### config.mk
export PLATFORM = sky130hd
export DESIGN_NAME = neighbor_table_ttl_aging_unit_flat
export DESIGN_NICKNAME = d
export VERILOG_FILES = /design/src/ntta_pkg.sv /design/src/ntta_if.sv /design/src/ntta_dp.sv /design/src/ntta_ctrl.sv /design/src/neighbor_table_ttl_aging_unit.sv /design/src/flat_wrapper.sv
export SDC_FILE = /design/constraint.sdc
export NUM_CORES = 1
export LEC_CHECK = 0
export BUFFER_PORTS_ARGS = -buffer_cell sky130_fd_sc_hd__buf_2
export CAP_MARGIN = 25
export CORE_ASPECT_RATIO = 0.7
export CORE_MARGIN = 10
export CORE_UTILIZATION = 55
export CTS_BUF_LIST = sky130_fd_sc_hd__clkbuf_2 sky130_fd_sc_hd__clkbuf_4 sky130_fd_sc_hd__clkbuf_8
export DETAILED_ROUTE_END_ITERATION = 8
export PLACE_DENSITY = 0.75
export SLEW_MARGIN = 20
export SYNTH_ARGS = -nofsm -noshare
export SYNTH_HDL_FRONTEND = slang
export SYNTH_HIERARCHICAL = 1
export SYNTH_SLANG_ARGS = --single-unit
### constraint.sdc
create_clock -name i_clk -period 18.9 [get_ports i_clk]
set_input_delay 3.78 -clock i_clk [delete_from_list [all_inputs] [get_ports i_clk]]
set_output_delay 3.78 -clock i_clk [all_outputs]
set_load 0.01 [all_outputs]
### src/ntta_pkg.sv
// Shared constants and controller/datapath types for the neighbor table aging unit.
`timescale 1ns / 1ps

package ntta_pkg;

    localparam int ID_W    = 48;
    localparam int FRESH_W = 8;
    localparam int SLOT_W  = 4;
    localparam int OCC_W   = 5;

    localparam logic [FRESH_W-1:0] FRESH_MAX = 8'hFF;

    // Command codes of an input item
    localparam logic CMD_OBSERVE = 1'b0;
    localparam logic CMD_QUERY   = 1'b1;

    // Controller to datapath
    typedef struct packed {
        logic load;    // capture item, clear scan state
        logic rd;      // issue table read at the scan address
        logic commit;  // final table write, load result register
    } t_dp_cmd;

    // Datapath to controller
    typedef struct packed {
        logic last_addr;  // scan address is the last entry
    } t_dp_status;

endpackage

### src/ntta_if.sv
// Valid/ready channel interfaces for input items and result items.
`timescale 1ns / 1ps

interface ntta_in_if;
    logic                     valid;
    logic                     ready;
    logic                     cmd;
    logic [ntta_pkg::ID_W-1:0] node_id;

    modport source (output valid, output cmd, output node_id, input ready);
    modport sink   (input valid, input cmd, input node_id, output ready);
endinterface

interface ntta_out_if;
    logic                       valid;
    logic                       ready;
    logic                       hit;
    logic                       inserted;
    logic [ntta_pkg::SLOT_W-1:0] slot;
    logic                       evicted_valid;
    logic [ntta_pkg::ID_W-1:0]   evicted_id;
    logic [ntta_pkg::OCC_W-1:0]  occupied_count;

    modport source (output valid, output hit, output inserted, output slot,
                    output evicted_valid, output evicted_id, output occupied_count,
                    input ready);
    modport sink   (input valid, input hit, input inserted, input slot,
                    input evicted_valid, input evicted_id, input occupied_count,
                    output ready);
endinterface

### src/ntta_dp.sv
// Datapath: entry memory, scan accumulators, aging write-back and result register.
`timescale 1ns / 1ps

module ntta_dp #(
    parameter int TABLE_DEPTH = 16
) (
    input  logic                        i_clk,
    input  logic                        i_rst_n,
    input  ntta_pkg::t_dp_cmd           i_cmd,
    input  logic                        i_item_cmd,
    input  logic [ntta_pkg::ID_W-1:0]   i_item_id,
    output ntta_pkg::t_dp_status        o_status,
    output logic                        o_hit,
    output logic                        o_inserted,
    output logic [ntta_pkg::SLOT_W-1:0] o_slot,
    output logic                        o_evicted_valid,
    output logic [ntta_pkg::ID_W-1:0]   o_evicted_id,
    output logic [ntta_pkg::OCC_W-1:0]  o_occupied_count
);
    import ntta_pkg::*;

    localparam int IDXW    = (TABLE_DEPTH > 1) ? $clog2(TABLE_DEPTH) : 1;
    localparam int OCCW    = $clog2(TABLE_DEPTH + 1);
    localparam int ENTRY_W = ID_W + FRESH_W;
    localparam logic [IDXW-1:0] LAST_IDX = IDXW'(TABLE_DEPTH - 1);

    // entry word: {node id, freshness}
    logic [ENTRY_W-1:0]     r_mem [TABLE_DEPTH];
    logic [TABLE_DEPTH-1:0] r_ent_vld;

    logic [IDXW-1:0]    r_rd_addr;
    logic [ENTRY_W-1:0] r_rd_data;
    logic               r_rd_vld;
    logic               r_pv;
    logic [IDXW-1:0]    r_pidx;

    logic [ID_W-1:0]    r_id;
    logic               r_upd;
    logic               r_found;
    logic [IDXW-1:0]    r_found_idx;
    logic               r_has_empty;
    logic [IDXW-1:0]    r_empty_idx;
    logic [OCCW-1:0]    r_occ;
    logic [FRESH_W-1:0] r_min;
    logic [IDXW-1:0]    r_min_idx;
    logic [ID_W-1:0]    r_min_id;

    logic               r_hit;
    logic               r_inserted;
    logic [SLOT_W-1:0]  r_slot;
    logic               r_ev_valid;
    logic [ID_W-1:0]    r_ev_id;
    logic [OCC_W-1:0]   r_occ_out;

    logic [ID_W-1:0]    rd_id;
    logic [FRESH_W-1:0] rd_fr;
    logic [FRESH_W-1:0] rd_dec;
    logic               rd_match;
    logic               rd_empty;
    logic [IDXW-1:0]    tgt_idx;
    logic               wr_en;
    logic [IDXW-1:0]    wr_addr;
    logic [ENTRY_W-1:0] wr_data;
    logic               ins_new;
    logic               ins_evict;

    always_comb begin
        // never-written entries read as empty with zero freshness
        rd_id    = r_rd_vld ? r_rd_data[ENTRY_W-1:FRESH_W] : '0;
        rd_fr    = r_rd_vld ? r_rd_data[FRESH_W-1:0] : '0;
        rd_dec   = (rd_fr != '0) ? rd_fr - FRESH_W'(1) : '0;
        rd_match = (r_id != '0) && (rd_id == r_id);
        rd_empty = (rd_id == '0);

        tgt_idx   = r_found ? r_found_idx : (r_has_empty ? r_empty_idx : r_min_idx);
        ins_new   = r_upd && !r_found && r_has_empty;
        ins_evict = r_upd && !r_found && !r_has_empty;

        wr_en   = 1'b0;
        wr_addr = r_pidx;
        wr_data = {rd_id, rd_dec};
        if (i_cmd.commit) begin
            wr_en   = r_upd;
            wr_addr = tgt_idx;
            wr_data = {r_id, FRESH_MAX};
        end else if (r_pv && r_upd && rd_fr != '0) begin
            wr_en = 1'b1;
        end
    end

    // table memory: one write port, one registered read port
    always_ff @(posedge i_clk) begin
        if (wr_en) begin
            r_mem[wr_addr] <= wr_data;
        end
        if (i_cmd.rd) begin
            r_rd_data <= r_mem[r_rd_addr];
            r_rd_vld  <= r_ent_vld[r_rd_addr];
        end
    end

    always_ff @(posedge i_clk) begin
        if (!i_rst_n) begin
            r_ent_vld <= '0;
        end else if (wr_en) begin
            r_ent_vld[wr_addr] <= 1'b1;
        end
    end

    // scan control and accumulators
    always_ff @(posedge i_clk) begin
        if (!i_rst_n) begin
            r_rd_addr   <= '0;
            r_pv        <= 1'b0;
            r_upd       <= 1'b0;
            r_found     <= 1'b0;
            r_has_empty <= 1'b0;
            r_occ       <= '0;
        end else if (i_cmd.load) begin
            r_rd_addr   <= '0;
            r_pv        <= 1'b0;
            r_id        <= i_item_id;
            r_upd       <= (i_item_cmd == CMD_OBSERVE) && (i_item_id != '0);
            r_found     <= 1'b0;
            r_has_empty <= 1'b0;
            r_occ       <= '0;
        end else begin
            r_pv <= i_cmd.rd;
            if (i_cmd.rd) begin
                r_rd_addr <= r_rd_addr + IDXW'(1);
                r_pidx    <= r_rd_addr;
            end
            if (r_pv) begin
                if (rd_match && !r_found) begin
                    r_found     <= 1'b1;
                    r_found_idx <= r_pidx;
                end
                if (rd_empty && !r_has_empty) begin
                    r_has_empty <= 1'b1;
                    r_empty_idx <= r_pidx;
                end
                if (!rd_empty) begin
                    r_occ <= r_occ + OCCW'(1);
                end
                // lowest count after aging, first index wins a tie
                if (r_pidx == '0 || rd_dec < r_min) begin
                    r_min     <= rd_dec;
                    r_min_idx <= r_pidx;
                    r_min_id  <= rd_id;
                end
            end
        end
    end

    // result register
    always_ff @(posedge i_clk) begin
        if (i_cmd.commit) begin
            r_hit      <= r_found;
            r_inserted <= r_upd && !r_found;
            r_slot     <= (r_found || r_upd) ? SLOT_W'(tgt_idx) : '0;
            r_ev_valid <= ins_evict;
            r_ev_id    <= ins_evict ? r_min_id : '0;
            r_occ_out  <= ins_new ? OCC_W'(r_occ + OCCW'(1)) : OCC_W'(r_occ);
        end
    end

    assign o_status.last_addr = (r_rd_addr == LAST_IDX);
    assign o_hit              = r_hit;
    assign o_inserted         = r_inserted;
    assign o_slot             = r_slot;
    assign o_evicted_valid    = r_ev_valid;
    assign o_evicted_id       = r_ev_id;
    assign o_occupied_count   = r_occ_out;

`ifndef SYNTHESIS
    a_found_nonzero: assert property (@(posedge i_clk) disable iff (!i_rst_n)
        r_found |-> (r_id != '0))
        else $error("match recorded for the empty id");

    a_occ_bound: assert property (@(posedge i_clk) disable iff (!i_rst_n)
        r_occ <= OCCW'(TABLE_DEPTH))
        else $error("occupancy above table depth");

    a_commit_no_read: assert property (@(posedge i_clk) disable iff (!i_rst_n)
        i_cmd.commit |-> !i_cmd.rd && !r_pv)
        else $error("final write overlaps the scan");
`endif

endmodule

### src/ntta_ctrl.sv
// Controller: item sequencing over scan, drain and commit, plus output valid tracking.
`timescale 1ns / 1ps

module ntta_ctrl (
    input  logic                  i_clk,
    input  logic                  i_rst_n,
    input  logic                  i_in_valid,
    output logic                  o_in_ready,
    output logic                  o_out_valid,
    input  logic                  i_out_ready,
    input  ntta_pkg::t_dp_status  i_status,
    output ntta_pkg::t_dp_cmd     o_cmd
);
    import ntta_pkg::*;

    typedef enum logic [1:0] {
        ST_IDLE,
        ST_SCAN,
        ST_DRAIN,
        ST_FINAL
    } t_state;

    t_state r_state;
    t_state n_state;
    logic   r_in_ready;
    logic   r_out_valid;
    logic   in_xfer;
    logic   out_free;

    always_comb begin
        in_xfer  = i_in_valid && r_in_ready;
        out_free = !r_out_valid || i_out_ready;

        o_cmd.load   = in_xfer;
        o_cmd.rd     = (r_state == ST_SCAN);
        o_cmd.commit = (r_state == ST_FINAL) && out_free;

        n_state = r_state;
        case (r_state)
            ST_IDLE: begin
                if (in_xfer) n_state = ST_SCAN;
            end
            ST_SCAN: begin
                if (i_status.last_addr) n_state = ST_DRAIN;
            end
            ST_DRAIN: begin
                n_state = ST_FINAL;
            end
            ST_FINAL: begin
                if (out_free) n_state = ST_IDLE;
            end
            default: begin
                n_state = ST_IDLE;
            end
        endcase
    end

    always_ff @(posedge i_clk) begin
        if (!i_rst_n) begin
            r_state     <= ST_IDLE;
            r_in_ready  <= 1'b1;
            r_out_valid <= 1'b0;
        end else begin
            r_state    <= n_state;
            r_in_ready <= (n_state == ST_IDLE);
            if (o_cmd.commit) begin
                r_out_valid <= 1'b1;
            end else if (i_out_ready) begin
                r_out_valid <= 1'b0;
            end
        end
    end

    assign o_in_ready  = r_in_ready;
    assign o_out_valid = r_out_valid;

`ifndef SYNTHESIS
    a_commit_free: assert property (@(posedge i_clk) disable iff (!i_rst_n)
        o_cmd.commit |-> (!r_out_valid || i_out_ready))
        else $error("result register overwritten before transfer");

    a_commit_shows: assert property (@(posedge i_clk) disable iff (!i_rst_n)
        o_cmd.commit |=> o_out_valid)
        else $error("committed result not presented");

    a_accept_scans: assert property (@(posedge i_clk) disable iff (!i_rst_n)
        in_xfer |=> (r_state == ST_SCAN) && !o_in_ready)
        else $error("accepted item did not start a scan");
`endif

endmodule

### src/neighbor_table_ttl_aging_unit.sv
// Top level of the neighbor table with freshness aging and replacement.
`timescale 1ns / 1ps

// Usage:
//   i_in  : input channel (cmd, node_id). cmd observe refreshes or inserts the
//           id and ages all other entries by one; cmd query only looks it up.
//   o_out : one result per input transfer (hit, inserted, slot, evicted_valid,
//           evicted_id, occupied_count), in input order.
//   Each item walks the whole table through the single read port of the entry
//   memory, one entry per cycle; an observe writes aged counts back behind the
//   read. A new item is taken only once the last one has committed.
//   i_in.ready is high only between items. A finished result sits in the
//   output register; a stalled receiver lets the next item be taken and
//   scanned, and that item waits in its commit step until the register frees.
//   Reset (synchronous, active low) empties the table at once through per-entry
//   valid bits, so no clearing pass is needed, and drops any pending result.

module neighbor_table_ttl_aging_unit #(
    parameter int TABLE_DEPTH = 16
) (
    input  logic        i_clk,
    input  logic        i_rst_n,
    ntta_in_if.sink     i_in,
    ntta_out_if.source  o_out
);
    import ntta_pkg::*;

    t_dp_cmd    dp_cmd;
    t_dp_status dp_status;
    logic       in_ready;
    logic       out_valid;

    // sequencing: accept, walk entries, drain the read pipe, commit
    ntta_ctrl u_ctrl (
        .i_clk       (i_clk),
        .i_rst_n     (i_rst_n),
        .i_in_valid  (i_in.valid),
        .o_in_ready  (in_ready),
        .o_out_valid (out_valid),
        .i_out_ready (o_out.ready),
        .i_status    (dp_status),
        .o_cmd       (dp_cmd)
    );

    // table storage, scan accumulators and the result register
    ntta_dp #(
        .TABLE_DEPTH (TABLE_DEPTH)
    ) u_dp (
        .i_clk            (i_clk),
        .i_rst_n          (i_rst_n),
        .i_cmd            (dp_cmd),
        .i_item_cmd       (i_in.cmd),
        .i_item_id        (i_in.node_id),
        .o_status         (dp_status),
        .o_hit            (o_out.hit),
        .o_inserted       (o_out.inserted),
        .o_slot           (o_out.slot),
        .o_evicted_valid  (o_out.evicted_valid),
        .o_evicted_id     (o_out.evicted_id),
        .o_occupied_count (o_out.occupied_count)
    );

    assign i_in.ready  = in_ready;
    assign o_out.valid = out_valid;

endmodule

### src/flat_wrapper.sv
// flat-port wrapper written by rule: the top's interface ports become plain ports
module neighbor_table_ttl_aging_unit_flat import ntta_pkg::*;
#(
    parameter int TABLE_DEPTH = 16
)
  (i_clk, i_rst_n, i_in_valid, i_in_cmd, i_in_node_id, i_in_ready, o_out_valid, o_out_hit, o_out_inserted, o_out_slot, o_out_evicted_valid, o_out_evicted_id, o_out_occupied_count, o_out_ready);
  ntta_in_if i_in_i ();
  ntta_out_if o_out_i ();
  input  logic i_clk;
  input  logic i_rst_n;
  input wire logic [$bits(i_in_i.valid)-1:0] i_in_valid;
  input wire logic [$bits(i_in_i.cmd)-1:0] i_in_cmd;
  input wire logic [$bits(i_in_i.node_id)-1:0] i_in_node_id;
  output wire logic [$bits(i_in_i.ready)-1:0] i_in_ready;
  output wire logic [$bits(o_out_i.valid)-1:0] o_out_valid;
  output wire logic [$bits(o_out_i.hit)-1:0] o_out_hit;
  output wire logic [$bits(o_out_i.inserted)-1:0] o_out_inserted;
  output wire logic [$bits(o_out_i.slot)-1:0] o_out_slot;
  output wire logic [$bits(o_out_i.evicted_valid)-1:0] o_out_evicted_valid;
  output wire logic [$bits(o_out_i.evicted_id)-1:0] o_out_evicted_id;
  output wire logic [$bits(o_out_i.occupied_count)-1:0] o_out_occupied_count;
  input wire logic [$bits(o_out_i.ready)-1:0] o_out_ready;
  assign i_in_i.valid = i_in_valid;
  assign i_in_i.cmd = i_in_cmd;
  assign i_in_i.node_id = i_in_node_id;
  assign i_in_ready = i_in_i.ready;
  assign o_out_valid = o_out_i.valid;
  assign o_out_hit = o_out_i.hit;
  assign o_out_inserted = o_out_i.inserted;
  assign o_out_slot = o_out_i.slot;
  assign o_out_evicted_valid = o_out_i.evicted_valid;
  assign o_out_evicted_id = o_out_i.evicted_id;
  assign o_out_occupied_count = o_out_i.occupied_count;
  assign o_out_i.ready = o_out_ready;
  neighbor_table_ttl_aging_unit #(.TABLE_DEPTH(TABLE_DEPTH)) u_core (.i_clk(i_clk), .i_rst_n(i_rst_n), .i_in(i_in_i), .o_out(o_out_i));
endmodule
==> out/qor.txt <==
=================================================================================
Share of cells above drive strength 1 ..............................        31.8%
Async S/R FF share, synth ..........................................           0%
Warnings from Yosys ................................................            6
Max-slew violation count ...........................................            0
Worst flop-to-flop path startpoint ................................. u_core/u_dp/r_rd_addr[0]
Site Rows ..........................................................           87
Yosys cell types ...................................................           58
WL/cell ............................................................      31.4 um
Leakage power of the design ........................................    0.0159 uW
Signal arrival time at the worst endpoint ..........................      7340 ps
Crit-path slowest cell ............................................. sky130_fd_sc_hd__nor2_4
Total negative slack ...............................................         0 ps
Detailed-route DRC error count .....................................            0
Number of endpoints with negative hold slack in the final report ...            0
Largest net degree at the start of global routing ..................          127
Count of pins on the block boundary ................................          115
Flip-flop cell with the highest count after synthesis .............. sky130_fd_sc_hd__edfxtp_1
Clock tree from TritonCTS ..........................................         done
Max VDD drop .......................................................  0.0000640 V
Crit share post-route ..............................................        36.6%
Detailed router's first-iteration violation count ..................        3,765
Post-Route Skew ....................................................      41.7 ps
Max_slew headroom ..................................................        29.8%
Buffers on Ports ...................................................          114
Worst min-delay path endpoint ...................................... u_core/u_dp/r_ent_vld[13]
Total wire length ..................................................       112 mm
Hold Path Class .................................................... flip-flop to flip-flop
Cell area after synthesis .......................................... 45,300 sq um
Worst setup path class ............................................. input pin to flip-flop
Setup repair after global routing missed its margin ................           no
Total number of vias ...............................................        23.2k
Crit-path max cell delay ...........................................       990 ps
Initial antenna violation count ....................................            3
Critical path data required time ...................................    19,330 ps
Type of element launching the critical path ........................    input pin
Full die area ...................................................... 94,500 sq um
Cell count of the worst reg-to-reg path ............................            5
Setup violators final ..............................................            0
Register clock-pin slew on the reported worst setup and hold paths .        60 ps
Run status ......................................................... finished, final reports clean
WHS ................................................................       463 ps
H-tree depth .......................................................            4
Maximum operating frequency ........................................      145 MHz
Critical register-to-register path endpoint ........................ u_core/u_dp/r_rd_data[24]
Sum of overflow across all layers after global routing .............            0
Floorplan die width ................................................       363 um
Measured slew at the worst slew-check pin ..........................      1050 ps
Count of buffers added by post-CTS timing repair for setup .........            0
Power density normalized to cell area .............................. 99.5 nW/um^2
GRT Util Overall ...................................................        23.7%
Detailed-router iteration count before antenna repair ..............            8
Area of the placeable core ......................................... 81,100 sq um
Final Wtd Congestion ...............................................        0.923
Initial cell density of the core ...................................        55.9%
Clock buffers created by TritonCTS .................................          164
Synthesis-stage register bit count .................................        1,166
Synthesized netlist net count ......................................        2,191
Number of global-route vias before repair ..........................        23.0k
Cell count after synthesis .........................................        2,127
Post-DRT Antenna Nets ..............................................            0
Die outline height .................................................       260 um
Max-capacitance violation count ....................................            0
Number of nets at the end of the flow ..............................        2,425
Root buffer cell ................................................... sky130_fd_sc_hd__clkbuf_8
CTS-repair resized insts ...........................................            0
Area grow syn2layout ...............................................        11.6%
Wire length of the first global-routing pass .......................       161 mm
Cts-stage hold buffer count ........................................            0
Endpoint class of the critical path ................................    flip-flop
Hold Path Cell Cnt .................................................            2
Post-synth EDFFs ...................................................        1,133
Post-detail-place hpwl .............................................      65.5 mm
Maximum fanout count along the critical path .......................          126
TritonCTS Sinks ....................................................        1,166
Dominant cell type by count on the critical path ................... sky130_fd_sc_hd__nor2_4
Setup slack of the worst register-to-register path .................    14,320 ps
CP Cell Sequence ................................................... buf_2, nor2b_1, nor2_4, buf_12, mux2i_1, nand3_1, nor2_4, buf_4
Later-pin clock latency in the skew report .........................       830 ps
Hold path startpoint ............................................... u_core/u_dp/r_ent_vld[13]
Per-cell via count in the routed design ............................         6.51
Min cycle time layout ..............................................      6910 ps
Bufs on Longest Clock Path .........................................            3
Sequential-to-total area share from yosys stat .....................        76.5%
Count of filler cells inserted in the layout .......................        5,346
Average cell area after synthesis ..................................   21.3 sq um
=================================================================================
-- area by class of cell --
class                   instances  area, sq um  area share (%)
clock buffers                 225         2770            5.47
diodes                          1         2.50         0.00495
multi-input cells             831        10200            20.1
inverters                      35          131           0.260
well taps                    1068         1340            2.64
flip-flops and latches       1166        34700            68.6
repair buffers                163         1050            2.09
clock inverters                68          432           0.853
-- cell families (layout without fill, tap and decap cells) --
kind of cell | count (synthesis) | count (layout) | share of synthesized area (%)
and+or+nand+nor | 339 | 339 | 4.10
xor gates and xnor gates | 28 | 28 | 0.541
muxes | 339 | 339 | 15.5
buffers and inverters | 130 | 491 | 1.40
other | 0 | 1 | 0
adders and majority gates | 11 | 11 | 0.304
DFF | 1166 | 1166 | 76.5
AOI/OAI and AO/OA | 114 | 114 | 1.64
-- Yosys cell counts (all sizes together) (11+ instances only) --
cell       n  share of area, %
nor3      12              0.13
nor4      38              0.52
clkbuf    56              0.46
inv       35              0.29
buf       39              0.64
mux2      45               1.1
nor2      57              0.47
and2      94               1.3
xnor2     22              0.43
nand4     15              0.21
ha        11              0.30
edfxtp  1133                75
dfxtp     33               1.5
o21ai     46              0.51
nor2b     18              0.25
mux4     285                14
nand2     57              0.47
or2       11              0.15
-- metal layers --
layer	global-route usage (%)	wire [um]	vias up
li1	-	-	9295
met2	34.9	50600	1624
met5	0	13	-
met4	6.97	2270	2
met1	33.8	43500	12100
met3	7.97	15400	168
-- per-stage QoR --
| step | setup WS [ps] | power, uW | util [%] | instance area [sq um] | instances |
|---|---|---|---|---|---|
| floorplan | 8150 | 3070 | - | 45300 | 2127 |
| global placement | 11230 | 3140 | 58.2 | 47200 | 3256 |
| detailed placement | 11180 | 3150 | 58.4 | 47400 | 3263 |
| CTS | 12060 | 5060 | 62.4 | 50600 | 3556 |
| global route | 11900 | 5190 | 62.4 | 50600 | 3556 |
| finish | 11990 | 5040 | 62.4 | 50600 | 3557 |
-- worst max-delay path by stage --
stage	from	endpoint	slack, ps
2_1_floorplan	i_in_valid	u_core/u_dp/r_min[0]	8150
3_3_place_gp	o_out_ready	u_core/u_dp/r_mem[4][23]	11230
3_5_place_dp	o_out_ready	u_core/u_dp/r_mem[4][29]	11180
4_1_cts	o_out_ready	u_core/u_dp/r_mem[4][20]	12060
5_1_grt	o_out_ready	u_core/u_dp/r_mem[4][20]	11900
6_report	o_out_ready	u_core/u_dp/r_mem[4][29]	11990
-- state kept, by name, indices dropped and copies added (netlist names), 4 cells and up --
signal,count
u_core/u_dp/r_id,48
u_core/u_dp/r_mem,896
u_core/u_dp/o_slot,4
u_core/u_dp/r_min_id,48
u_core/u_dp/r_min_idx,4
u_core/u_dp/o_evicted_id,48
u_core/u_dp/r_occ,5
u_core/u_dp/r_rd_addr,4
u_core/u_dp/o_occupied_count,5
u_core/u_dp/r_ent_vld,16
u_core/u_dp/r_pidx,4
u_core/u_dp/r_found_idx,4
u_core/u_dp/r_rd_data,56
u_core/u_dp/r_min,8
u_core/u_dp/r_empty_idx,4
-- report_power, final --
part           internal [uW]  switching, uW  leakage, uW
clock network           1010            924      0.00170
registers               2860           34.5       0.0106
logic                   81.0            120      0.00358
total                   3960           1080       0.0159
-- layout by cell type (no fill, tap or decap), drive strengths merged, types with 36 or more instances in the layout --
master / n
edfxtp: 1133
mux4: 285
clkbuf: 225
buf: 163
and2: 94
clkinv: 59
nand2: 57
nor2: 57
o21ai: 46
mux2: 45
nor4: 38
inv: 36
-- worst max-delay path, delay by kind of cell --
family | cells | cell delay (ps)
buffers and inverters | 3 | 1280
multiplexers | 1 | 440
AND/OR/NAND/NOR | 4 | 1730
Note: power is estimated with default switching activity, not from simulation.
